===== src/rtl/rgbhl_pkg.sv =====
// Package for the RGB hue and luma converter.
// Holds the pixel, result and internal work word types and the hue and luma constants.
// No dependencies.
package rgbhl_pkg;

	localparam int QBITS = 12;
	localparam int NUM_W = 20;
	localparam int HUE_W = 15;
	localparam int LUMA_W = 18;
	localparam int QUEUE_DEPTH_DEF = 4;

	localparam logic [HUE_W-1:0] HUE_RED_POS = 15'd0;
	localparam logic [HUE_W-1:0] HUE_RED_NEG = 15'd19200;
	localparam logic [HUE_W-1:0] HUE_GRN_POS = 15'd7680;
	localparam logic [HUE_W-1:0] HUE_GRN_NEG = 15'd3840;
	localparam logic [HUE_W-1:0] HUE_BLU_POS = 15'd15360;
	localparam logic [HUE_W-1:0] HUE_BLU_NEG = 15'd11520;

	localparam logic [LUMA_W-1:0] LUMA_KR = 18'd299;
	localparam logic [LUMA_W-1:0] LUMA_KG = 18'd587;
	localparam logic [LUMA_W-1:0] LUMA_KB = 18'd114;

	typedef struct packed {
		logic [7:0] red;
		logic [7:0] green;
		logic [7:0] blue;
	} pixel_t;

	typedef struct packed {
		logic [HUE_W-1:0]  hue_q6;
		logic [LUMA_W-1:0] luma_weighted;
		logic              achromatic;
	} result_t;

	typedef struct packed {
		logic [HUE_W-1:0]  base;
		logic [LUMA_W-1:0] luma;
		logic              gray;
	} side_t;

	typedef struct packed {
		logic [NUM_W-1:0] num;
		logic [7:0]       den;
		side_t            side;
	} work_t;

endpackage


===== src/rtl/rgbhl_front.sv =====
// Front stage: accepts pixels, finds max/min and hue sector, forms the
// divider numerator and the weighted luma. Depends on rgbhl_pkg.
module rgbhl_front (
	input  logic            clk,
	input  logic            arst_n,
	input  logic            pix_valid,
	output logic            pix_stall,
	input  rgbhl_pkg::pixel_t pix,
	output logic            wrk_valid,
	input  logic            wrk_stall,
	output rgbhl_pkg::work_t wrk
);
	import rgbhl_pkg::*;

	logic [7:0]        mx, mn, d, pos, neg, u;
	logic [HUE_W-1:0]  base_pos, base_neg;
	logic [11:0]       u15;
	work_t             calc;
	logic              vld_s1;
	work_t             wrk_s1;

	always_comb begin
		mx = pix.red;
		mn = pix.red;
		if (pix.green > mx) mx = pix.green;
		if (pix.blue > mx) mx = pix.blue;
		if (pix.green < mn) mn = pix.green;
		if (pix.blue < mn) mn = pix.blue;
		d = mx - mn;
		priority if (pix.red >= pix.green && pix.red >= pix.blue) begin
			pos = pix.green;
			neg = pix.blue;
			base_pos = HUE_RED_POS;
			base_neg = HUE_RED_NEG;
		end else if (pix.green >= pix.blue) begin
			pos = pix.blue;
			neg = pix.red;
			base_pos = HUE_GRN_POS;
			base_neg = HUE_GRN_NEG;
		end else begin
			pos = pix.red;
			neg = pix.green;
			base_pos = HUE_BLU_POS;
			base_neg = HUE_BLU_NEG;
		end
		if (pos >= neg) begin
			u = pos - neg;
			calc.side.base = base_pos;
		end else begin
			u = d - (neg - pos);
			calc.side.base = base_neg;
		end
		u15 = {u, 4'b0000} - {4'b0000, u};
		calc.num = {u15, 8'b0000_0000};
		calc.den = d;
		calc.side.gray = (d == 8'd0);
		calc.side.luma = LUMA_KR * LUMA_W'(pix.red) + LUMA_KG * LUMA_W'(pix.green)
			+ LUMA_KB * LUMA_W'(pix.blue);
	end

	assign pix_stall = vld_s1 && wrk_stall;

	always_ff @(posedge clk or negedge arst_n) begin
		if (!arst_n) begin
			vld_s1 <= 1'b0;
		end else if (!pix_stall) begin
			vld_s1 <= pix_valid;
		end
	end

	always_ff @(posedge clk) begin
		if (!pix_stall && pix_valid) begin
			wrk_s1 <= calc;
		end
	end

	assign wrk_valid = vld_s1;
	assign wrk = wrk_s1;

endmodule


===== src/rtl/rgbhl_queue.sv =====
// Short queue of work words between the front and the divider back end.
// Depends on rgbhl_pkg.
module rgbhl_queue #(
	parameter int DEPTH = rgbhl_pkg::QUEUE_DEPTH_DEF
) (
	input  logic             clk,
	input  logic             arst_n,
	input  logic             wr_valid,
	output logic             wr_stall,
	input  rgbhl_pkg::work_t wr_word,
	output logic             rd_valid,
	input  logic             rd_stall,
	output rgbhl_pkg::work_t rd_word
);
	import rgbhl_pkg::*;

	localparam int PW = $clog2(DEPTH);
	localparam int CW = $clog2(DEPTH + 1);

	work_t          mem_q [DEPTH];
	logic [PW-1:0]  wr_ptr_q, rd_ptr_q;
	logic [CW-1:0]  count_q;
	logic           push, pop;

	assign wr_stall = (count_q == CW'(DEPTH));
	assign rd_valid = (count_q != '0);
	assign rd_word = mem_q[rd_ptr_q];
	assign push = wr_valid && !wr_stall;
	assign pop = rd_valid && !rd_stall;

	always_ff @(posedge clk or negedge arst_n) begin
		if (!arst_n) begin
			wr_ptr_q <= '0;
			rd_ptr_q <= '0;
			count_q <= '0;
		end else begin
			if (push) begin
				wr_ptr_q <= (wr_ptr_q == PW'(DEPTH - 1)) ? '0 : wr_ptr_q + 1'b1;
			end
			if (pop) begin
				rd_ptr_q <= (rd_ptr_q == PW'(DEPTH - 1)) ? '0 : rd_ptr_q + 1'b1;
			end
			unique case ({push, pop})
				2'b10: count_q <= count_q + 1'b1;
				2'b01: count_q <= count_q - 1'b1;
				default: count_q <= count_q;
			endcase
		end
	end

	always_ff @(posedge clk) begin
		if (push) begin
			mem_q[wr_ptr_q] <= wr_word;
		end
	end

endmodule


===== src/rtl/rgbhl_back.sv =====
// Back end: pipelined restoring divider, one quotient bit per stage,
// then hue offset add and result register. Depends on rgbhl_pkg.
module rgbhl_back (
	input  logic              clk,
	input  logic              arst_n,
	input  logic              wrk_valid,
	output logic              wrk_stall,
	input  rgbhl_pkg::work_t  wrk,
	output logic              res_valid,
	input  logic              res_stall,
	output rgbhl_pkg::result_t res
);
	import rgbhl_pkg::*;

	logic              en;
	logic [QBITS:1]    vld_s;
	logic [NUM_W-1:0]  rem_s [1:QBITS];
	logic [QBITS-1:0]  quo_s [1:QBITS];
	logic [7:0]        den_s [1:QBITS];
	side_t             side_s [1:QBITS];

	logic [NUM_W-1:0]  src_rem [QBITS];
	logic [QBITS-1:0]  src_quo [QBITS];
	logic [7:0]        src_den [QBITS];
	side_t             src_side [QBITS];
	logic              src_vld [QBITS];
	logic [NUM_W-1:0]  nxt_rem [QBITS];
	logic [QBITS-1:0]  nxt_quo [QBITS];
	logic [NUM_W-1:0]  dsr [QBITS];

	logic              res_vld_q;
	result_t           res_q;

	assign en = !(res_vld_q && res_stall);
	assign wrk_stall = !en;

	always_comb begin
		src_rem[0] = wrk.num;
		src_quo[0] = '0;
		src_den[0] = wrk.den;
		src_side[0] = wrk.side;
		src_vld[0] = wrk_valid;
		for (int k = 1; k < QBITS; k++) begin
			src_rem[k] = rem_s[k];
			src_quo[k] = quo_s[k];
			src_den[k] = den_s[k];
			src_side[k] = side_s[k];
			src_vld[k] = vld_s[k];
		end
		for (int k = 0; k < QBITS; k++) begin
			dsr[k] = NUM_W'(src_den[k]) << (QBITS - 1 - k);
			if (src_rem[k] >= dsr[k]) begin
				nxt_rem[k] = src_rem[k] - dsr[k];
				nxt_quo[k] = src_quo[k] | (QBITS'(1) << (QBITS - 1 - k));
			end else begin
				nxt_rem[k] = src_rem[k];
				nxt_quo[k] = src_quo[k];
			end
		end
	end

	always_ff @(posedge clk or negedge arst_n) begin
		if (!arst_n) begin
			vld_s <= '0;
			res_vld_q <= 1'b0;
		end else if (en) begin
			for (int k = 0; k < QBITS; k++) begin
				vld_s[k+1] <= src_vld[k];
			end
			res_vld_q <= vld_s[QBITS];
		end
	end

	always_ff @(posedge clk) begin
		if (en) begin
			for (int k = 0; k < QBITS; k++) begin
				rem_s[k+1] <= nxt_rem[k];
				quo_s[k+1] <= nxt_quo[k];
				den_s[k+1] <= src_den[k];
				side_s[k+1] <= src_side[k];
			end
			res_q.hue_q6 <= side_s[QBITS].gray ? '0
				: side_s[QBITS].base + HUE_W'(quo_s[QBITS]);
			res_q.luma_weighted <= side_s[QBITS].luma;
			res_q.achromatic <= side_s[QBITS].gray;
		end
	end

	assign res_valid = res_vld_q;
	assign res = res_q;

endmodule


===== src/rtl/rgb_to_hue_and_luma_core.sv =====
// RGB to HSV hue and Rec.601 weighted luma, one pixel word per cycle when not stalled.
// Path from pixel accept to result valid: front register, queue,
// 12-stage divider (one quotient bit per stage), result register.
// Throughput one word per cycle when res_stall does not hold the flow, set by the pipelined restoring divider.
// Reset clears all valid flags and queue pointers; no state survives a word.
// Depends on rgbhl_pkg, rgbhl_front, rgbhl_queue, rgbhl_back.
module rgb_to_hue_and_luma_core #(
	parameter int QUEUE_DEPTH = rgbhl_pkg::QUEUE_DEPTH_DEF
) (
	input  logic               clk,
	input  logic               arst_n,
	input  logic               pix_valid,
	output logic               pix_stall,
	input  rgbhl_pkg::pixel_t  pix,
	output logic               res_valid,
	input  logic               res_stall,
	output rgbhl_pkg::result_t res
);
	import rgbhl_pkg::*;

	logic  f_valid, f_stall, q_valid, q_stall;
	work_t f_word, q_word;

	rgbhl_front u_front (
		.clk       (clk),
		.arst_n    (arst_n),
		.pix_valid (pix_valid),
		.pix_stall (pix_stall),
		.pix       (pix),
		.wrk_valid (f_valid),
		.wrk_stall (f_stall),
		.wrk       (f_word)
	);

	rgbhl_queue #(
		.DEPTH (QUEUE_DEPTH)
	) u_queue (
		.clk      (clk),
		.arst_n   (arst_n),
		.wr_valid (f_valid),
		.wr_stall (f_stall),
		.wr_word  (f_word),
		.rd_valid (q_valid),
		.rd_stall (q_stall),
		.rd_word  (q_word)
	);

	rgbhl_back u_back (
		.clk       (clk),
		.arst_n    (arst_n),
		.wrk_valid (q_valid),
		.wrk_stall (q_stall),
		.wrk       (q_word),
		.res_valid (res_valid),
		.res_stall (res_stall),
		.res       (res)
	);

endmodule

===== config.mk =====
export PLATFORM = sky130hd
export DESIGN_NAME = rgb_to_hue_and_luma_core
export DESIGN_NICKNAME = d
export VERILOG_FILES = /design/src/rtl/rgbhl_pkg.sv /design/src/rtl/rgbhl_front.sv /design/src/rtl/rgbhl_queue.sv /design/src/rtl/rgbhl_back.sv /design/src/rtl/rgb_to_hue_and_luma_core.sv
export SDC_FILE = /design/constraint.sdc
export NUM_CORES = 2
export LEC_CHECK = 0
export ABC_AREA = 1
export BUFFER_PORTS_ARGS = -buffer_cell sky130_fd_sc_hd__clkbuf_2
export CORE_AREA = 4 4 332 334
export CTS_CLUSTER_DIAMETER = 30
export CTS_CLUSTER_SIZE = 20
export DETAILED_ROUTE_END_ITERATION = 8
export DIE_AREA = 0 0 336 338
export GPL_TIMING_DRIVEN = 0
export SLEW_MARGIN = 20
export SYNTH_ARGS = -nofsm -noshare
export SYNTH_HDL_FRONTEND = slang
export SYNTH_SLANG_ARGS = --single-unit

===== constraint.sdc =====
create_clock -name clk -period 26.5 [get_ports clk]
set_clock_uncertainty 0.1 [all_clocks]
set_input_delay 1.325 -clock clk [delete_from_list [all_inputs] [get_ports clk]]
set_output_delay 1.325 -clock clk [all_outputs]
set_load 0.02 [all_outputs]

Word level (Yosys, flattened, before mapping)

Memories as Yosys holds them, arrays and structs flattened.
Cells that the tools add are included.

Bits in registers: 109
Memory bits (writable): 1104
Input port bits: 28
Output and inout port bits: 36
Logic and storage cells: 127
Memories: 5

Add/subtract/negate cells: 24
$mul: 3
$lt $le $gt $ge: 20
Equal/unequal tests: 5
Multiplexer cells: 44
Reduce and logical (&&, ||, !) cells: 12

Memory list:

| memory        | words | width | rd ports | clocked after memory_dff | write ports | RTL line          | RTL |
|---|---|---|---|---|---|---|---|
| u_back.side_s | 12    | 34    | 12       | 0                        | 12          | rgbhl_back.sv:20  | `side_t side_s [1:QBITS];` |
| u_back.rem_s  | 12    | 20    | 11       | 0                        | 12          | rgbhl_back.sv:17  | `logic [NUM_W-1:0] rem_s [1:QBITS];` |
| u_queue.mem_q | 4     | 54    | 1        | 0                        | 1           | rgbhl_queue.sv:20 | `work_t mem_q [DEPTH];` |
| u_back.quo_s  | 12    | 12    | 12       | 0                        | 12          | rgbhl_back.sv:18  | `logic [QBITS-1:0] quo_s [1:QBITS];` |
| u_back.den_s  | 12    | 8     | 11       | 0                        | 12          | rgbhl_back.sv:19  | `logic [7:0] den_s [1:QBITS];` |

Operators with widths:

| cell             | number |
|---|---|
| $mux W20         | 12 |
| $mux W8          | 10 |
| $mux W15         | 3 |
| $ge A8 B8 Y1     | 4 |
| $sub A8 B8 Y8    | 4 |
| $mux W14         | 2 |
| $ge A20 B10 Y1   | 1 |
| $ge A20 B11 Y1   | 1 |
| $ge A20 B12 Y1   | 1 |
| $ge A20 B13 Y1   | 1 |
| $ge A20 B14 Y1   | 1 |
| $ge A20 B15 Y1   | 1 |
| $ge A20 B16 Y1   | 1 |
| $ge A20 B17 Y1   | 1 |
| $ge A20 B18 Y1   | 1 |
| $ge A20 B19 Y1   | 1 |
| $ge A20 B8 Y1    | 1 |
| $ge A20 B9 Y1    | 1 |
| $sub A20 B10 Y20 | 1 |
| $sub A20 B11 Y20 | 1 |
| $sub A20 B12 Y20 | 1 |
| $sub A20 B13 Y20 | 1 |
| $sub A20 B14 Y20 | 1 |
| $sub A20 B15 Y20 | 1 |
| 38 further kinds | 55 |

Logic depth before layout (Yosys ltp)

Depth after elaboration: 8
Depth in mapped cells: 47
Depth with buffers taken out: 46

Cells and area by module

A second synthesis with hierarchy kept.

Cell total of the unflattened synthesis: 4545
Area total of the unflattened synthesis: 54150.7 um2

Modules (own cells, without submodules):

| module      | times used | cells each | area an instance (um2) | seq. area each (um2) |
|---|---|---|---|---|
| rgbhl_back  | 1          | 2791       | 35271.3                | 25189.2 |
| rgbhl_queue | 1          | 784        | 10427.5                | 7622.3 |
| rgbhl_front | 1          | 970        | 8451.9                 | 1406.3 |

Worst setup path before layout

No wires, ideal clock.

Kind: input -> register
Start: input res_stall
End: register u_back.vld_s[11] in the netlist's numbering
Library setup time: 866 ps
Data arrival time: 20396 ps
Required time: 25534 ps
Slack: 5137 ps
Cell stages on the path: 3
Cell sequence: nand2_1 clkbuf_1 a21oi_1

Word-level cells in the longest chain between the ends: 1

Ends and longest elaborated chain:

| what                           | RTL line                       | RTL |
|---|---|---|
| start: declaration             | rgb_to_hue_and_luma_core.sv:16 | `input logic res_stall,` |
| $logic_and A1 B1 Y1            | rgbhl_back.sv:34               | `assign en = !(res_vld_q && res_stall);` |
| end signal: indexed assignment | rgbhl_back.sv:68               | `vld_s[k+1] <= src_vld[k];` |
| end: declaration               | rgbhl_back.sv:16               | `logic [QBITS:1] vld_s;` |

No other way between the ends.
A chain may end at the register's enable or synchronous reset.

==> impl_metrics.yaml <==
timing:
  hold_slack_ns: 0.298
  hold_viol_final: 0
  period_share_pct: 33.4
  worstMarginPinSlew_ns: 0.766
  drv_slew: 0
  layout_min_cycle_time_ns: 8.85
  rsz0062_at_grt: "false"
  setup_viol: 0
  setup_slack_ns: 17.65
  max_freq_mhz: 113
  slew-limit-headroom_pct: 48.9
job:
  cap_violations: 0
logic_synthesis:
  ys_types: 68
  netlist_area_um2: 42500
  seq_area_frac_synth_pct: 64.9
  synth.net_count: 3651
  synth-edff-count: 902
  yosys_warnings: 0
  synthFlopType: "edfxtp_1"
  synthArstFlopShare_pct: 2.28
  syn_area_per_cell_um2: 13.1
  ys_ff_latch: 923
  syn_inst: 3254
clock_network:
  clk_pin_slew_ns: 0.05
  cts_sinks: 923
  cts_tree: "built"
  insertion_delay_ns: 0.73
  cts_setup_buffers: 0
  clockBufferDepth: 3
  cts.root.buffer_cell: "clkbuf_16"
  cts_hold_buf: 0
  cts_buffers: 157
  cts-htree-levels: 4
  cts_resized: 0
global_route:
  grt_pass1_wl_um: 119000
  grtUsageTotal_pct: 13.1
  grt_pass1_vias: 24300
  antenna_found_initial: 0
  grt_max_degree: 59
  grt_overflow_total: 0
detailed_routing:
  via_count: 23800
  remaining_drc_errors: 0
  drt_wl_total_um: 72800
  ant_nets: 0
  drt_iter0_drc: 1032
  wl_per_cell_um: 14.5
  via_per_inst: 4.72
  firstDrtPassIters: 5
placement:
  dpl_worst_slack_ns: 16.91
  gp_congestion: 0.861
  port_buffers: 63
  dpl.hpwl_um: 51300
finish:
  multiInputGateArea_um2: 13000
  regArea_um2: 27600
  post-route-util_pct: 47.2
  drive_above_1_share_pct: 11.7
  nets: 3895
  fillers: 9374
  areaGrowthSynthToFinish_pct: 18.7
  antenna_cells: 0
floorplanning:
  coreArea_um2: 107000
  initial_utilization_pct: 39.8
  row_count: 120
  die_y_um: 338
  top_level_ports: 64
  dieArea_um2: 114000
  die_w_um: 336
worst_setup_path:
  worstPathArrival_ns: 9.21
  startpoint_type: "input port"
  path_class: "input port to register"
  max_stage_delay_ns: 0.49
  critPathRequiredTime_ns: 26.86
  cp_max_fo: 10
  cp_common_cell: "nand2_1"
  slowest_stage: "fa_1"
  endpoint_kind: "register"
hold_path:
  holdCritPathClass: "register to register"
outcome:
  status: "finished clean"
[critical path, delay by kind of cell]
family / cells / cell delay (ns)
AOI/OAI and AO/OA: 11 / 2.11
xor gates and xnor gates: 3 / 0.90
adders and majority gates: 6 / 2.37
buffers and inverters: 5 / 1.10
and+or+nand+nor: 14 / 1.39
[flip-flops by register name (all words and copies together) (netlist names)]
name               cells
u_back.res_valid       1
u_queue.mem_q        184
u_back.quo_s          78
u_back.vld_s          12
u_queue.wr_ptr_q       2
u_queue.count_q        3
u_back.rem_s         160
u_back.den_s          88
u_front.wrk           46
u_queue.rd_ptr_q       2
u_back.res            34
u_back.side_s        312
u_front.wrk_valid      1
[synthesized netlist by cell type (39+ instances only)]
library cell	instances	area, µm²
edfxtp_1	902	27100
xor2_1	99	867
clkbuf_1	39	146
nor2_1	242	908
fa_1	94	1880
xnor2_1	52	455
a21oi_1	150	751
o21ai_0	215	1080
nand2_1	365	1370
ha_1	275	3440
nand3_1	69	345
inv_1	464	1740
[metrics by stage]
step                area, µm²  setup TNS (ns)  cells
global placement        44600         -961.06   4720
floorplan               42500               0   3254
global route            50500               0   5033
detailed placement      45200               0   4742
CTS                     50500               0   5033
finish                  50500               0   5033
[final cells by class]
class | instances | area share [%]
Inverter | 473 | 3.52
Sequential cell | 923 | 54.7
Timing Repair Buffer | 85 | 1.72
Clock inverter | 116 | 2.40
Clock buffer | 175 | 8.09
Multi-Input combinational cell | 1806 | 25.7
Buffer | 52 | 0.439
Tap cell | 1403 | 3.48
[final timing paths]
check / from / endpoint / slack (ns) / cells after the start
hold reg to reg: u_back.side_s[0][334] / u_back.side_s[0][368] / 0.30 / 0
setup reg to reg: u_queue.rd_ptr_q[0] / u_back.rem_s[0][37] / 21.53 / 17
setup / recovery: pix[23] / u_front.wrk[60] / 17.65 / 39
min in group asynchronous: arst_n / u_back.vld_s[1] / 0.49 / 1
hold / removal: u_back.side_s[0][334] / u_back.side_s[0][368] / 0.30 / 0
max in group asynchronous: arst_n / u_back.vld_s[8] / 25.42 / 1
[placed cells by master, fill, tap and decap left out, types with 17 or more instances in the layout]
cell type     n
a21oi_1     150
clkbuf_1     52
clkbuf_16   161
clkbuf_2     63
clkinv_1     22
clkinvlp_4   18
dfrtp_1      21
edfxtp_1    902
fa_1         94
ha_1        275
inv_1       463
inv_6        23
nand2_1     365
nand3_1      69
nand4_1      17
nor2_1      238
nor3_1       21
o21ai_0     215
o221ai_1     17
o22ai_1      37
xnor2_1      52
xor2_1       99
[per-layer routing]
| metal | GRT usage [%] | wire, µm | up-vias | part of all wire (%) |
|---|---|---|---|---|
| met5 | 0 | 0 | - | 0 |
| met4 | 6.02 | 2710 | 0 | 3.7 |
| met3 | 2.62 | 2740 | 174 | 3.8 |
| met2 | 24.5 | 38200 | 420 | 53 |
| met1 | 14.2 | 29100 | 11200 | 40 |
| li1 | - | - | 12000 | - |
[logic make-up after synthesis]
| family | share of synthesized area [%] |
|---|---|
| fa+ha+maj | 12.5 |
| xor+xnor | 3.11 |
| simple gates | 7.75 |
| compound gates | 7.01 |
| buf+inv | 4.69 |
| flops | 64.9 |
Power is not shown: default switching activity piles up to over one toggle a cycle in this logic, so the estimate is an artifact.
